### config.mk
export PLATFORM = sky130hd
export DESIGN_NAME = pss_cell
export DESIGN_NICKNAME = d
export VERILOG_FILES = /design/src/rtl/pss_pkg.sv /design/src/rtl/pss_cell.sv
export SDC_FILE = /design/constraint.sdc
export NUM_CORES = 1
export LEC_CHECK = 0
export ABC_AREA = 1
export ABC_CLOCK_PERIOD_IN_PS = 4230
export BUFFER_PORTS_ARGS = -buffer_cell sky130_fd_sc_hd__buf_2
export CORE_MARGIN = 5
export CORE_UTILIZATION = 39
export CTS_CLUSTER_SIZE = 28
export DETAILED_ROUTE_END_ITERATION = 16
export PLACE_DENSITY = 0.81
export SLEW_MARGIN = 10
export SYNTH_ARGS = -nofsm -noshare
export SYNTH_HDL_FRONTEND = slang
export SYNTH_SLANG_ARGS = --single-unit
### constraint.sdc
create_clock -name clk -period 4.23 [get_ports clk]
set_input_delay 1.0575 -clock clk [delete_from_list [all_inputs] [get_ports clk]]
set_output_delay 1.0575 -clock clk [all_outputs]
set_load 0.01 [all_outputs]
### src/rtl/pss_pkg.sv
// ----------------------------------------------------------------------------
// pss_pkg
// Shared types and codes of the positional sequence store: command codes,
// the shift command that runs along the cell row and the mark command.
// ----------------------------------------------------------------------------
package pss_pkg;

  localparam int WORD_W = 32;
  localparam int FUNC_W = 4;
  localparam int POS_W  = 8;
  localparam int OCC_W  = 7;

  localparam logic [WORD_W-1:0] EMPTY_WORD = '1;

  localparam logic [FUNC_W-1:0] FN_PUSH_FRONT = 4'd0;
  localparam logic [FUNC_W-1:0] FN_PUSH_BACK  = 4'd1;
  localparam logic [FUNC_W-1:0] FN_INSERT_AT  = 4'd2;
  localparam logic [FUNC_W-1:0] FN_POP_FRONT  = 4'd3;
  localparam logic [FUNC_W-1:0] FN_POP_BACK   = 4'd4;
  localparam logic [FUNC_W-1:0] FN_REMOVE_AT  = 4'd5;
  localparam logic [FUNC_W-1:0] FN_READ_AT    = 4'd6;
  localparam logic [FUNC_W-1:0] FN_CONTAINS   = 4'd7;
  localparam logic [FUNC_W-1:0] FN_CLEAR      = 4'd8;

  typedef enum logic [1:0] {
    SH_HOLD   = 2'd0,
    SH_INSERT = 2'd1,
    SH_REMOVE = 2'd2
  } shift_op_t;

  typedef struct packed {
    shift_op_t         op;
    logic [WORD_W-1:0] word;
  } shift_cmd_t;

  typedef struct packed {
    logic              do_read;
    logic              do_find;
    logic [WORD_W-1:0] key;
    logic [POS_W-1:0]  pos;
  } mark_cmd_t;

endpackage

### src/rtl/pss_cell.sv
// ----------------------------------------------------------------------------
// pss_cell
// One storage cell of the row. Holds one word, takes the word of a neighbor
// on insert or remove, and registers its match and select marks.
// ----------------------------------------------------------------------------
module pss_cell #(
  parameter int IDX   = 0,
  parameter int IDX_W = 6,
  parameter int CNT_W = 7
) (
  input  logic                     clk,
  input  pss_pkg::shift_cmd_t      shift,
  input  logic [IDX_W-1:0]         tgt_idx,
  input  logic [pss_pkg::WORD_W-1:0] below,
  input  logic [pss_pkg::WORD_W-1:0] above,
  input  logic                     mark_en,
  input  pss_pkg::mark_cmd_t       mark,
  input  logic [CNT_W-1:0]         count,
  output logic [pss_pkg::WORD_W-1:0] word,
  output logic                     hit,
  output logic                     rsel,
  output logic                     fsel
);
  import pss_pkg::*;

  localparam int PW = (IDX_W > POS_W) ? IDX_W : POS_W;
  localparam logic [IDX_W-1:0] ME = IDX_W'(IDX);

  logic [WORD_W-1:0] word_r, word_nxt;
  logic              hit_r, rsel_r, fsel_r;
  logic              in_use;

  always_comb begin
    word_nxt = word_r;
    unique case (shift.op)
      SH_INSERT: begin
        if (ME > tgt_idx) begin
          word_nxt = below;
        end else if (ME == tgt_idx) begin
          word_nxt = shift.word;
        end
      end
      SH_REMOVE: begin
        if (ME >= tgt_idx) begin
          word_nxt = above;
        end
      end
      default: word_nxt = word_r;
    endcase
  end

  assign in_use = CNT_W'(IDX) < count;

  always_ff @(posedge clk) begin
    word_r <= word_nxt;
    if (mark_en) begin
      hit_r  <= mark.do_find && in_use && (word_r == mark.key);
      rsel_r <= mark.do_read && in_use && (PW'(mark.pos) == PW'(IDX));
      fsel_r <= (count == CNT_W'(IDX + 1));
    end
  end

  assign word = word_r;
  assign hit  = hit_r;
  assign rsel = rsel_r;
  assign fsel = fsel_r;
endmodule

### After elaboration in Yosys (flattened, before gate mapping)

Index checks and enable logic that the tools add are counted.

* register bits: 35
* memories: 0
* bits in read-only memories: 0
* input port bits: 155
* bits in writable memories: 0
* output and inout bits: 35
* logic and storage cells: 25
* latch bits: 0

* bitwise operators: 0
* shifts and indexed selects: 0
* $mul: 0
* equal/unequal tests: 6
* div/mod/pow operators: 0
* multiplexer cells: 4
* add/subtract/negate cells: 0
* reductions and logical operators: 8
* order comparisons: 3

Operators with widths (count)
* 2-to-1 mux 32 bit: 3
* case mux 32 bit (2 select lines): 1
* == test 32 bit: 1
* zero test 8 bit: 1
* == test 7 x 1 -> 1 bit, second input constant: 1
* < comparator 1 x 7 -> 1 bit, first input constant: 1
* >= comparator 1 x 6 -> 1 bit, first input constant: 1
* > comparator 1 x 6 -> 1 bit, first input constant: 1
* zero test 6 bit: 1
* logical AND 1 bit: 4
* inequality test 3 bit, second input constant: 1
* AND reduction 3 bit: 1
* == test 2 x 1 -> 1 bit, second input constant: 1
* == test 2 bit, second input constant: 1
* inequality test 2 bit, second input constant: 1
* nonzero test 2 bit: 1

### Depth between registers and ports, before layout

Gate-level depths: netlist (run 1).

* word-level depth: 4
* gate-level depth with buffers: 8
* depth with buffers taken out: 8

### Least setup slack after synthesis (run 1)

No wires, ideal clock.

* path kind: input to register
* start point: input port shift[33] (netlist name)
* end point: register word_r[0], in the netlist word[0] (enable)
* library setup time: 0.432 ns
* path buffers: 2
* data required time: 3.798 ns
* arrival time: 3.170 ns
* path slack: 0.628 ns
* stages: 5
* cell sequence: inv_1 > or2_1 > buf_6 > buf_12 > a21oi_1

* word-level cells in the longest chain between the ends: 3
* elaborated cells between the ends (all ways): 6
* those cells by class: 4 x eq/ne; 2 x reduce/logical

Ends and longest elaborated chain
* start, declared: RTL line pss_cell.sv:12 `input pss_pkg::shift_cmd_t shift,`
* == test 2 x 1 -> 1 bit / == test 2 bit (equally long branches): RTL line pss_cell.sv:35 `unique case (shift.op)`
* inequality test 3 bit (no source line) (tied with other cells)
* AND reduction 3 bit (no source line) *
* end signal, assigned: RTL line pss_cell.sv:55 `word_r <= word_nxt;`
* end, declared: RTL line pss_cell.sv:29 `logic [WORD_W-1:0] word_r, word_nxt;`

Every way passes the cells marked *; elsewhere a longest branch is shown, timed or not.
A chain may end at the register's enable or synchronous reset.

### Worst setup path after layout (run 1)

* start point: input port tgt_idx[3]
* end point: register word_r[25], in the netlist word[25] (enable)

* word-level cells in the longest chain between the ends: 3
* elaborated cells between the ends (all ways): 6
* those cells by class: 2 x order compare; 2 x eq/ne; 2 x reduce/logical

Ends and longest elaborated chain
* start, declared: RTL line pss_cell.sv:13 `input logic [IDX_W-1:0] tgt_idx,`
* > comparator 1 x 6 -> 1 bit (tied with other cells): RTL line pss_cell.sv:37 `if (ME > tgt_idx) begin`
* inequality test 3 bit (no source line) / inequality test 2 bit (equally long branches)
* AND reduction 3 bit (no source line) *

Marks and branches as above.

==> results of run 1 <==
state kept, by name, summed over array words and instances (netlist names):
| register | flops |
|---|---|
| fsel | 1 |
| hit | 1 |
| rsel | 1 |
| word | 32 |
where the power goes:
group,internal [mW],switching [mW],total [mW]
Clock,0.115,0.119,0.234
Combinational,0.0893,0.0532,0.142
Sequential,0.387,0.00153,0.389
how the worst min path moves through the flow:
stage / to / from / slack (ps)
floorplan: hit$_DFFE_PP_ / word[20]$_DFFE_PP_ / 790
global placement: hit$_DFFE_PP_ / word[30]$_DFFE_PP_ / 830
detailed placement: hit$_DFFE_PP_ / word[30]$_DFFE_PP_ / 830
CTS: hit$_DFFE_PP_ / word[30]$_DFFE_PP_ / 850
global route: hit$_DFFE_PP_ / word[30]$_DFFE_PP_ / 890
finish: hit$_DFFE_PP_ / word[30]$_DFFE_PP_ / 840
worst reg2reg max path: stages, from the launching register on:
cell      delay, ps
edfxtp_1        460
inv_1            90
nand2_1          70
o21ai_0          80
nor2_1           50
nand2_1          90
nor2_1           50
nand3_1          50
nor2_1           40
layer usage:
layer	track usage, %	vias to the layer above	share of wire [%]
met2	29.2	98	53
met1	15.5	896	37
met4	3.82	0	0.94
met5	0	-	0
met3	4.09	7	8.7
li1	-	1066	-
synthesized netlist by cell type, drive strengths merged, types with 2 or more instances:
library cell / count
inv: 46
nand3: 2
nor4: 2
edfxtp: 35
o21ai: 4
nor2: 26
buf: 4
mux2: 32
nand2: 71
xnor2: 9
area by class of cell:
class	instances	share of cell area (%)
clock buffer	6	2.27
timing repair buffer	158	24.8
sequential	35	32.8
clock inverter	2	0.391
tap	75	2.93
multi-input combinational	152	31.4
inverter	46	5.39
logic make-up (layout without fill, tap and decap cells):
logic type | count (synthesis) | in the layout | share of synthesized area (%)
xor+xnor | 10 | 10 | 3.83
buf+inv | 50 | 212 | 10.7
simple gates | 104 | 104 | 17.7
mux | 32 | 32 | 20.5
flops | 35 | 35 | 45.9
compound gates | 6 | 6 | 1.42
metrics by stage:
| stage | power (mW) | cells | area [sq um] |
|---|---|---|---|
| after global placement | 0.535 | 466 | 3120 |
| after global routing | 0.801 | 474 | 3200 |
| final | 0.765 | 474 | 3200 |
| after CTS | 0.777 | 474 | 3200 |
| after floorplan | 0.474 | 237 | 2290 |
| after detailed placement | 0.540 | 466 | 3120 |
==> summary.txt, run 1 <==
Timing
  – Final Cycle Share: 60.2%
  – Skew final: 7.06 ps
  – Count of final setup violators: 0
  – Fmax achieved: 393 MHz
  – Hold violation count in the final report: 0
  – RSZ-0062 raised after global routing: no
  – Tmin final: 2550 ps
  – WHS: 842 ps
  – Final WS setup: around 1700 ps
  – Fin. max-slew vios: 0
  – Worst Tran Pin Value: 1020 ps
  – Slew headroom: 31.9%
  – Setup TNS: 0 ps

Floorplan
  – DIE WIDTH: about 87 microns
  – IO Count: 190
  – Die H: 86.6 microns
  – CORE AREA: 5820 sq um
  – Die ar.: 7500 sq um
  – Rows: 28
  – Initial Util: 39.4%

Power and ir drop
  – Worst vdd ir: between 100 and 150 uV
  – Leakage: 1.77 nW
  – Pwr Density: 239 nW/um^2

Worst setup path
  – Crit path max-delay family: compound AO/OA/AOI/OAI gates
  – Worst Setup End Kind: register
  – CP Depth: 4
  – Setup crit start kind: primary input
  – WP data arrival: roughly 2400 ps
  – Reg-to-Reg End: hit$_DFFE_PP_
  – Buf/Inv on CP: 1
  – CP max stage cell: a21oi_4
  – Crit path capture: word[25]$_DFFE_PP_
  – FF-to-FF path depth: 8
  – R2R Setup Slk: 3010 ps
  – Critical setup path kind: primary input to register
  – Max incr delay on CP: 800 ps
  – CP cell instances: buf_2 > nor4_1 > nand2_1 > a21oi_4
  – Critical Path RT: 4130 ps
  – Crit Reg-Reg Startpoint: word[14]$_DFFE_PP_
  – Worst setup path startpoint: tgt_idx[3]
  – CP Max Fanout: 32

Yosys
  – Mapped Area: 2290 sq um
  – Area share of the largest cell type after synthesis: between 40% and 50%
  – Synth top area cells: edfxtp_1 46%, mux2_4 19%, nand2_1 12%, inv_1 7.5%, nor2_1 4.3%
  – Synth Instances: 237
  – Post-synth top flop: edfxtp_1
  – Sequential area share after synthesis: between 40% and 50%
  – Leading area contributor after synthesis: edfxtp_1
  – Average cell area after synthesis: 9.66 sq um
  – Syn Nets: 392
  – Synth async-reset ratio: 0%
  – Post-synth EDFFs: 35
  – Cell variety after synth: 18
  – Flops & latches, synth: 35
  – Syn. warnings: 0

CTS
  – Hold buffers post-CTS: 0
  – Cts bufs inserted: 5
  – Setup repair bufs after CTS: 0
  – Max H-tree Level: 2
  – CTS tree: built
  – CTS Buffer Depth: 2
  – Clock-pin transition on the worst setup and hold timing paths: 70 ps
  – Clock Tree Root: clkbuf_8
  – Worst skew pair latency: 280 ps
  – CTS resizes: 0
  – Clk sinks: 35

Global route
  – GRT Util Overall: 14.9%
  – Largest net degree at the start of global routing: 33
  – Antenna violations before repair: 0
  – GRT overflow: 0
  – First-pass GRT wire length: 8.71 mm
  – Vias in the first global route: around 2000

Placement
  – Buffers on Ports: 157
  – Place WS: approximately 1400 ps
  – Post-DP HPWL: 5.00 mm
  – Routability cong.: approximately 0.75

Flow run
  – Max Cap Viol: 0

Layout
  – Register area: 1050 sq um
  – Nets: 553
  – Commonest non-fill, non-tap cell in the layout: buf_2
  – # fillers: 546
  – Final Core Density: 55.0%
  – Most frequent cells in the layout: 157 x buf_2, 71 x nand2_1, 46 x inv_1
  – Multi-input logic area: about 1000 sq um
  – Ratio of cells with drive above 1 in the final layout: between 40% and 50%
  – # diodes: 0
  – Area Growth Syn to Fin: 39.9%

Route
  – Drt pass-1 iters: 4
  – 1st-iter DRT viols: 47
  – DRT Wirelength: 5.95 mm
  – Vias per inst: 4.36
  – DRC viols: 0
  – WL/cell: 12.6 microns
  – Vias: a little over 2000
  – Post-route ant nets: 0

Run status
  – Status: finished, final reports clean

Min path
  – Cells on Worst Hold Path: 5
  – Worst Hold Class: register to register
Note: power is estimated with default switching activity, not from simulation.
==> run 2: changes to the inputs <==
Settings changed: ABC_AREA 1 to 0, ABC_CLOCK_PERIOD_IN_PS 4230 to 2280, CORE_UTILIZATION 39 to 32, PLACE_DENSITY 0.81 to 0.76.
Clock period 4.23 ns to 2.28 ns, I/O delays scaled along.
==> run 2 against run 1 <==
Non-clock buffer count is 1 higher; final area is 9.7% lower; worst setup slack worse by 1200 ps; via count is 21% lower; critical path type unchanged; critical endpoint is now word[23]$_DFFE_PP_; register-to-register slack worse by 2200 ps; synthesized area is 17% lower; sequential share of layout area is 3.5 points higher; critical path depth stayed put.
==> summary.txt, run 2 <==
Layout
  – Area Growth Syn to Fin: 52.1%
  – Commonest non-fill, non-tap cell in the layout: buf_2
  – Largest register FFs: 32 (unchanged)
  – Final Core Density: 49.4% (-5.6 points)
  – # diodes: 0 (unchanged)
  – # fillers: 547 (+0.18%)
  – Finished Layout Cells: 364 (-23%)
  – Final std cell area, no fill: 2890 sq um (-9.7%)
  – Nets: 445 (-20%)
  – Ratio of cells with drive above 1 in the final layout: 69.9% (+20 points)
  – Most frequent cells in the layout: 157 x buf_2, 35 x edfxtp_1, 30 x mux2_2

Floorplan
  – Rows: 28 (unchanged)
  – Die H: 87.1 microns (+0.54%)
  – Initial Util: 32.5% (-6.9 points)
  – IO Count: 190 (unchanged)
  – Die ar.: 7580 sq um (+1.1%)
  – DIE WIDTH: 87.1 microns (+0.54%)
  – CORE AREA: 5850 sq um (+0.60%)

Yosys
  – Post-synth top flop: edfxtp_1
  – Synth Instances: 128 (-46%)
  – Average cell area after synthesis: 14.8 sq um (+54%)
  – Synth cell count leaders: 35 x edfxtp_1, 30 x mux2_2, 28 x xor2_1
  – Syn. warnings: 0 (unchanged)
  – Xor/xnor cell area share of the yosys netlist: 15.2% (+11 points)
  – Synth Area in Simple Gates: 8.82% (-8.8 points)
  – Sequential area share after synthesis: 55.3% (+9.4 points)
  – Compound-gate portion of the synthesized area: 0.263% (-1.2 points)
  – Syn Nets: 283 (-28%)
  – Cell variety after synth: 19 (+1)
  – Synth Area in Adders: 0% (unchanged)
  – Synth top area cells: edfxtp_1 55%, mux2_2 18%, xor2_1 13%, nor4_2 3.3%, xnor2_1 2.3%
  – Top-count cell post-synth: edfxtp_1
  – Area share of the largest cell type after synthesis: 55.3% (+9.4 points)
  – Post-synth EDFFs: 35 (unchanged)
  – Synth async-reset ratio: 0% (unchanged)
  – Leading area contributor after synthesis: edfxtp_1
  – Mapped Area: 1900 sq um (-17%)
  – Post-synthesis mux area share: 19.0% (-1.5 points)
  – Largest family of logic cells by synthesized area: multiplexers
  – Flops & latches, synth: 35 (unchanged)

Placement
  – Routability cong.: 0.701 (-6.2%)
  – Post-DP HPWL: 4.44 mm (-11%)
  – Inst Count DP: 358 (-23%)
  – Buffers on Ports: 157 (unchanged)
  – DP Area: 2820 sq um (-9.5%)

Worst setup path
  – Worst Setup End Kind: register
  – WP data arrival: 1760 ps (-680 ps)
  – CP max stage cell: or4_4
  – Buf/Inv on CP: 2 (+1)
  – Max incr delay on CP: 540 ps (-260 ps)
  – Setup crit start kind: primary input
  – CP Max Fanout: 32 (unchanged)
  – CP cell instances: buf_2 > or4_4 > nor4_4 > buf_12
  – Critical setup path kind: primary input to register
  – Critical Path RT: 2250 ps (-1880 ps)
  – Crit path max-delay family: simple AND/OR/NAND/NOR gates

Route
  – DRT Wirelength: 5.24 mm (-12%)
  – DRC viols: 0 (unchanged)
  – WL/cell: 14.4 microns (+15%)
  – Vias: 1642 (-21%)
  – Drt pass-1 iters: 2 (-2)
  – Post-route ant nets: 0 (unchanged)
  – 1st-iter DRT viols: 36 (-23%)
  – Vias per inst: 4.51 (+3.4%)

CTS
  – Clock-pin transition on the worst setup and hold timing paths: 60 ps (about the same)
  – Worst skew pair latency: 270 ps (about the same)
  – Setup repair bufs after CTS: 0 (unchanged)
  – Clk sinks: 35 (unchanged)
  – CTS resizes: 0 (unchanged)
  – Cts bufs inserted: 5 (unchanged)
  – CTS Buffer Depth: 2 (unchanged)
  – Hold buffers post-CTS: 0 (unchanged)
  – Clock Tree Root: clkbuf_8
  – CTS tree: built
  – Max H-tree Level: 2 (unchanged)

Global route
  – Met2 GRT Util: 25.9% (-3.3 points)
  – Vias in the first global route: 1850 (-6.5%)
  – Gr busiest metal: met2
  – GRT Util Overall: 13.7% (-1.3 points)
  – Met3 usage: 5.58% (+1.5 points)
  – Largest net degree at the start of global routing: 33 (unchanged)
  – Met1 usage: 13.5% (-1.9 points)
  – GRT overflow: 0 (unchanged)
  – First-pass GRT wire length: 7.94 mm (-8.9%)
  – Antenna violations before repair: 0 (unchanged)

Timing
  – Final Cycle Share: 78.7%
  – Worst Tran Pin Value: 419 ps (-601 ps)
  – Skew final: 4.10 ps (-2.96 ps)
  – Fin. max-slew vios: 0 (unchanged)
  – Slew headroom: 71.8% (+40 points)
  – RSZ-0062 raised after global routing: no
  – Hold violation count in the final report: 0 (unchanged)
  – Tmin final: 1790 ps
  – Fmax achieved: 558 MHz
  – WHS: 533 ps (-309 ps)
  – Count of final setup violators: 0 (unchanged)

Min path
  – Worst Hold Class: primary input to register

Run status
  – Status: finished, final reports clean

Power and ir drop
  – Leakage: 1.27 nW (-28%)
  – Pwr Density: 466 nW/um^2 (+95%)
  – Worst vdd ir: 309 uV (+140%)
  – Total Power: 1.35 mW (+76%)

Flow run
  – Max Cap Viol: 0 (unchanged)
-- run 2: changes by cell type after synthesis, sizes merged, moves of 4 or more --
| cell | before | now |
|---|---|---|
| nor4 | 2 | 11 |
| nor2 | 26 | 1 |
| xor2 | 1 | 28 |
| inv | 46 | 0 |
| o21ai | 4 | 0 |
| nand2 | 71 | 1 |
| xnor2 | 9 | 5 |
-- run 2: cells by family (layout without fill, tap and decap cells) --
family,after synthesis,in the layout
flip-flops,35,35
XOR/XNOR,33,33
multiplexers,32,32
AND/OR/NAND/NOR,23,23
buffers and inverters,4,165
AO/OA/AOI/OAI,1,1
-- run 2: worst reg2reg max path, stage by stage (launching register included) --
cell	delay [ps]
edfxtp_1	400
xor2_1	160
nor4_2	300
nand4_1	180
nor4_2	280
-- run 2: cell type report --
class / instances / area, sq um / area share [%]
tap: 75 / 93.8 / 3.25
multi-input combinational: 89 / 848 / 29.3
sequential: 35 / 1050 / 36.3
timing repair buffer: 159 / 826 / 28.6
clock buffer: 6 / 72.6 / 2.51
-- run 2: power by group --
group	total, mW	internal (mW)	switching, mW
sequential	0.723	0.719	0.00308
combinational	0.225	0.142	0.0829
clock	0.400	0.203	0.197
total	1.35	1.06	0.283
-- run 2: worst paths after layout --
path,depth (start not counted),start,slack [ps],endpoint
max,4,tgt_idx[3],490,word[23]$_DFFE_PP_
min,1,mark_en,530,hit$_DFFE_PP_
max reg2reg,4,word[17]$_DFFE_PP_,780,hit$_DFFE_PP_
min reg2reg,3,word[18]$_DFFE_PP_,750,hit$_DFFE_PP_
-- run 2: metrics by stage --
stage          setup TNS (ps)  setup WS, ps
2_1_floorplan          -11620          -363
3_3_place_gp                0           232
3_5_place_dp                0           202
4_1_cts                     0           502
5_1_grt                     0           491
6_report                    0           487
-- run 2: routing by layer --
layer  routed length, microns  up-vias
met2                     2850       83
met3                      641        2
met4                       23        0
li1                         -      805
met1                     1720      752
met5                        0        -
==> run 3: changes to the inputs <==
Settings changed: ABC_AREA 0 to 1, ABC_CLOCK_PERIOD_IN_PS 2280 to 1600, CORE_UTILIZATION 32 to 35, PLACE_DENSITY 0.76 to 0.77.
Clock period 2.28 ns to 1.6 ns, I/O delays scaled along.
==> run 3 against run 2 <==
Register-to-register slack got worse by 340 ps; combinational power grew 72%; power increased by 51%; die area rose by 8.9%; clock power up 54%; global-route usage is 1.2 points higher; final area grew 13%.
==> summary.txt, run 3 (same netlist as run 1, synthesis figures left out) <==
Worst setup path
  – Critical Path RT: 1630 ps (-620 ps)
  – CP Max Fanout: 18 (-44%)
  – Setup crit start kind: primary input
  – Worst Setup End Kind: register
  – WP data arrival: 1410 ps (-350 ps)
  – Critical setup path kind: primary input to register

Route
  – WL/cell: 13.1 microns (-8.9%)
  – Post-route ant nets: 0 (unchanged)
  – DRC viols: 0 (unchanged)
  – Vias per inst: 4.31 (-4.4%)
  – 1st-iter DRT viols: 62 (+72%)
  – Vias: 2065 (+26%)
  – DRT Wirelength: 6.28 mm (+20%)
  – Drt pass-1 iters: 4 (+2)

Layout
  – Area Growth Syn to Fin: 42.5%
  – Ratio of cells with drive above 1 in the final layout: 50.0% (-20 points)
  – # fillers: 602 (+10%)
  – Finished Layout Cells: 479 (+32%)
  – Largest register FFs: 32 (unchanged)
  – Most frequent cells in the layout: 157 x buf_2, 71 x nand2_1, 45 x inv_1
  – Register area: 1050 sq um (unchanged)
  – Final Core Density: 51.3% (+1.9 points)
  – # diodes: 0 (unchanged)
  – Multi-input logic area: 1000 sq um (+18%)
  – Nets: 556 (+25%)
  – Commonest non-fill, non-tap cell in the layout: buf_2

Timing
  – Skew final: 1.19 ps (-2.91 ps)
  – WHS: 350 ps (-183 ps)
  – Count of final setup violators: 0 (unchanged)
  – Slew headroom: 82.3% (+10 points)
  – Final Cycle Share: about 86%
  – RSZ-0062 raised after global routing: no
  – Fin. max-slew vios: 0 (unchanged)
  – Tmin final: 1370 ps
  – Fmax achieved: 729 MHz
  – Hold violation count in the final report: 0 (unchanged)
  – Worst Tran Pin Value: 263 ps (-156 ps)

Power and ir drop
  – Clk pwr share: 30.4% (+0.7 points)
  – Leakage: 1.80 nW (+41%)
  – Flop pwr share: 50.6% (-3.0 points)
  – Internal power: 1.57 mW (+47%)
  – Net Sw Frac: 23.0% (+2.0 points)
  – Worst vdd ir: 407 uV (+32%)
  – Gate power share: 19.1% (+2.4 points)
  – Psw: 0.467 mW (+65%)
  – Pwr Density: 623 nW/um^2 (+34%)

CTS
  – Clock-pin transition on the worst setup and hold timing paths: 70 ps (about the same)
  – CTS resizes: 0 (unchanged)
  – Clk sinks: 35 (unchanged)
  – Setup repair bufs after CTS: 0 (unchanged)
  – Hold buffers post-CTS: 0 (unchanged)
  – Clock Tree Root: clkbuf_8
  – Worst skew pair latency: 280 ps (about the same)
  – Cts bufs inserted: 5 (unchanged)
  – CTS tree: built
  – Max H-tree Level: 2 (unchanged)
  – CTS Buffer Depth: 2 (unchanged)

Global route
  – Vias in the first global route: 2172 (+17%)
  – Antenna violations before repair: 0 (unchanged)
  – GRT Util Overall: 14.9% (+1.2 points)
  – First-pass GRT wire length: 9.87 mm (+24%)
  – GRT overflow: 0 (unchanged)
  – Largest net degree at the start of global routing: 29 (-12%)

Placement
  – Inst Count DP: 471 (+32%)
  – Routability cong.: 0.784 (+12%)
  – Buffers on Ports: 157 (unchanged)
  – Post-DP HPWL: 5.44 mm (+23%)

Floorplan
  – Initial Util: 36.0% (+3.6 points)
  – Die H: 90.9 microns (+4.4%)
  – Die ar.: 8260 sq um (+8.9%)
  – DIE WIDTH: 90.9 microns (+4.4%)
  – IO Count: 190 (unchanged)
  – Rows: 29 (+3.6%)
  – CORE AREA: 6350 sq um (+8.5%)

Min path
  – Worst Hold Class: primary input to register

Flow run
  – Max Cap Viol: 0 (unchanged)

Run status
  – Status: finished, final reports clean
run 3: critical path, cell delays in order:
cell    delay [ps]
buf_2          110
inv_4           30
or2_2          350
buf_12         190
mux2_4         310
run 3: layer usage:
metal	GRT usage [%]	routed length, microns
met3	5.00	571
met2	26.2	3150
met1	16.9	2440
met4	4.77	115
met5	0	0
run 3: path summary, 6_finish.rpt:
path	depth (start not counted)	slack, ps	end	startpoint
setup / recovery	5	230	word[25]$_DFFE_PP_	shift[33]
hold / removal	1	350	hit$_DFFE_PP_	mark_en
setup reg to reg	8	440	hit$_DFFE_PP_	word[14]$_DFFE_PP_
hold reg to reg	5	840	hit$_DFFE_PP_	word[16]$_DFFE_PP_
run 3: layout make-up:
class | count | area share (%)
clock inverters | 2 | 0.230
multi-input cells | 152 | 30.8
well taps | 77 | 2.95
inverters | 46 | 5.37
flip-flops and latches | 35 | 32.2
repair buffers | 161 | 26.2
clock buffers | 6 | 2.23
run 3: power groups by stage:
stage | registers [mW] | clock network [mW] | logic [mW]
after CTS | 1.03 | 0.636 | 0.393
after global routing | 1.03 | 0.687 | 0.429
after global placement | 1.05 | 0 | 0.379
after floorplan | 1.05 | 0 | 0.204
final | 1.03 | 0.617 | 0.387
after detailed placement | 1.05 | 0 | 0.393
run 3: stage by stage:
stage                     setup TNS, ps  setup WS [ps]  total power [mW]  instance area [sq um]
after floorplan                   -9380           -293              1.26                   2300
after global placement            -1500          -55.9              1.43                   3180
after detailed placement          -2460          -74.8              1.44                   3180
after CTS                             0            234              2.06                   3260
after global routing                  0            208              2.14                   3260
final                                 0            227              2.03                   3260
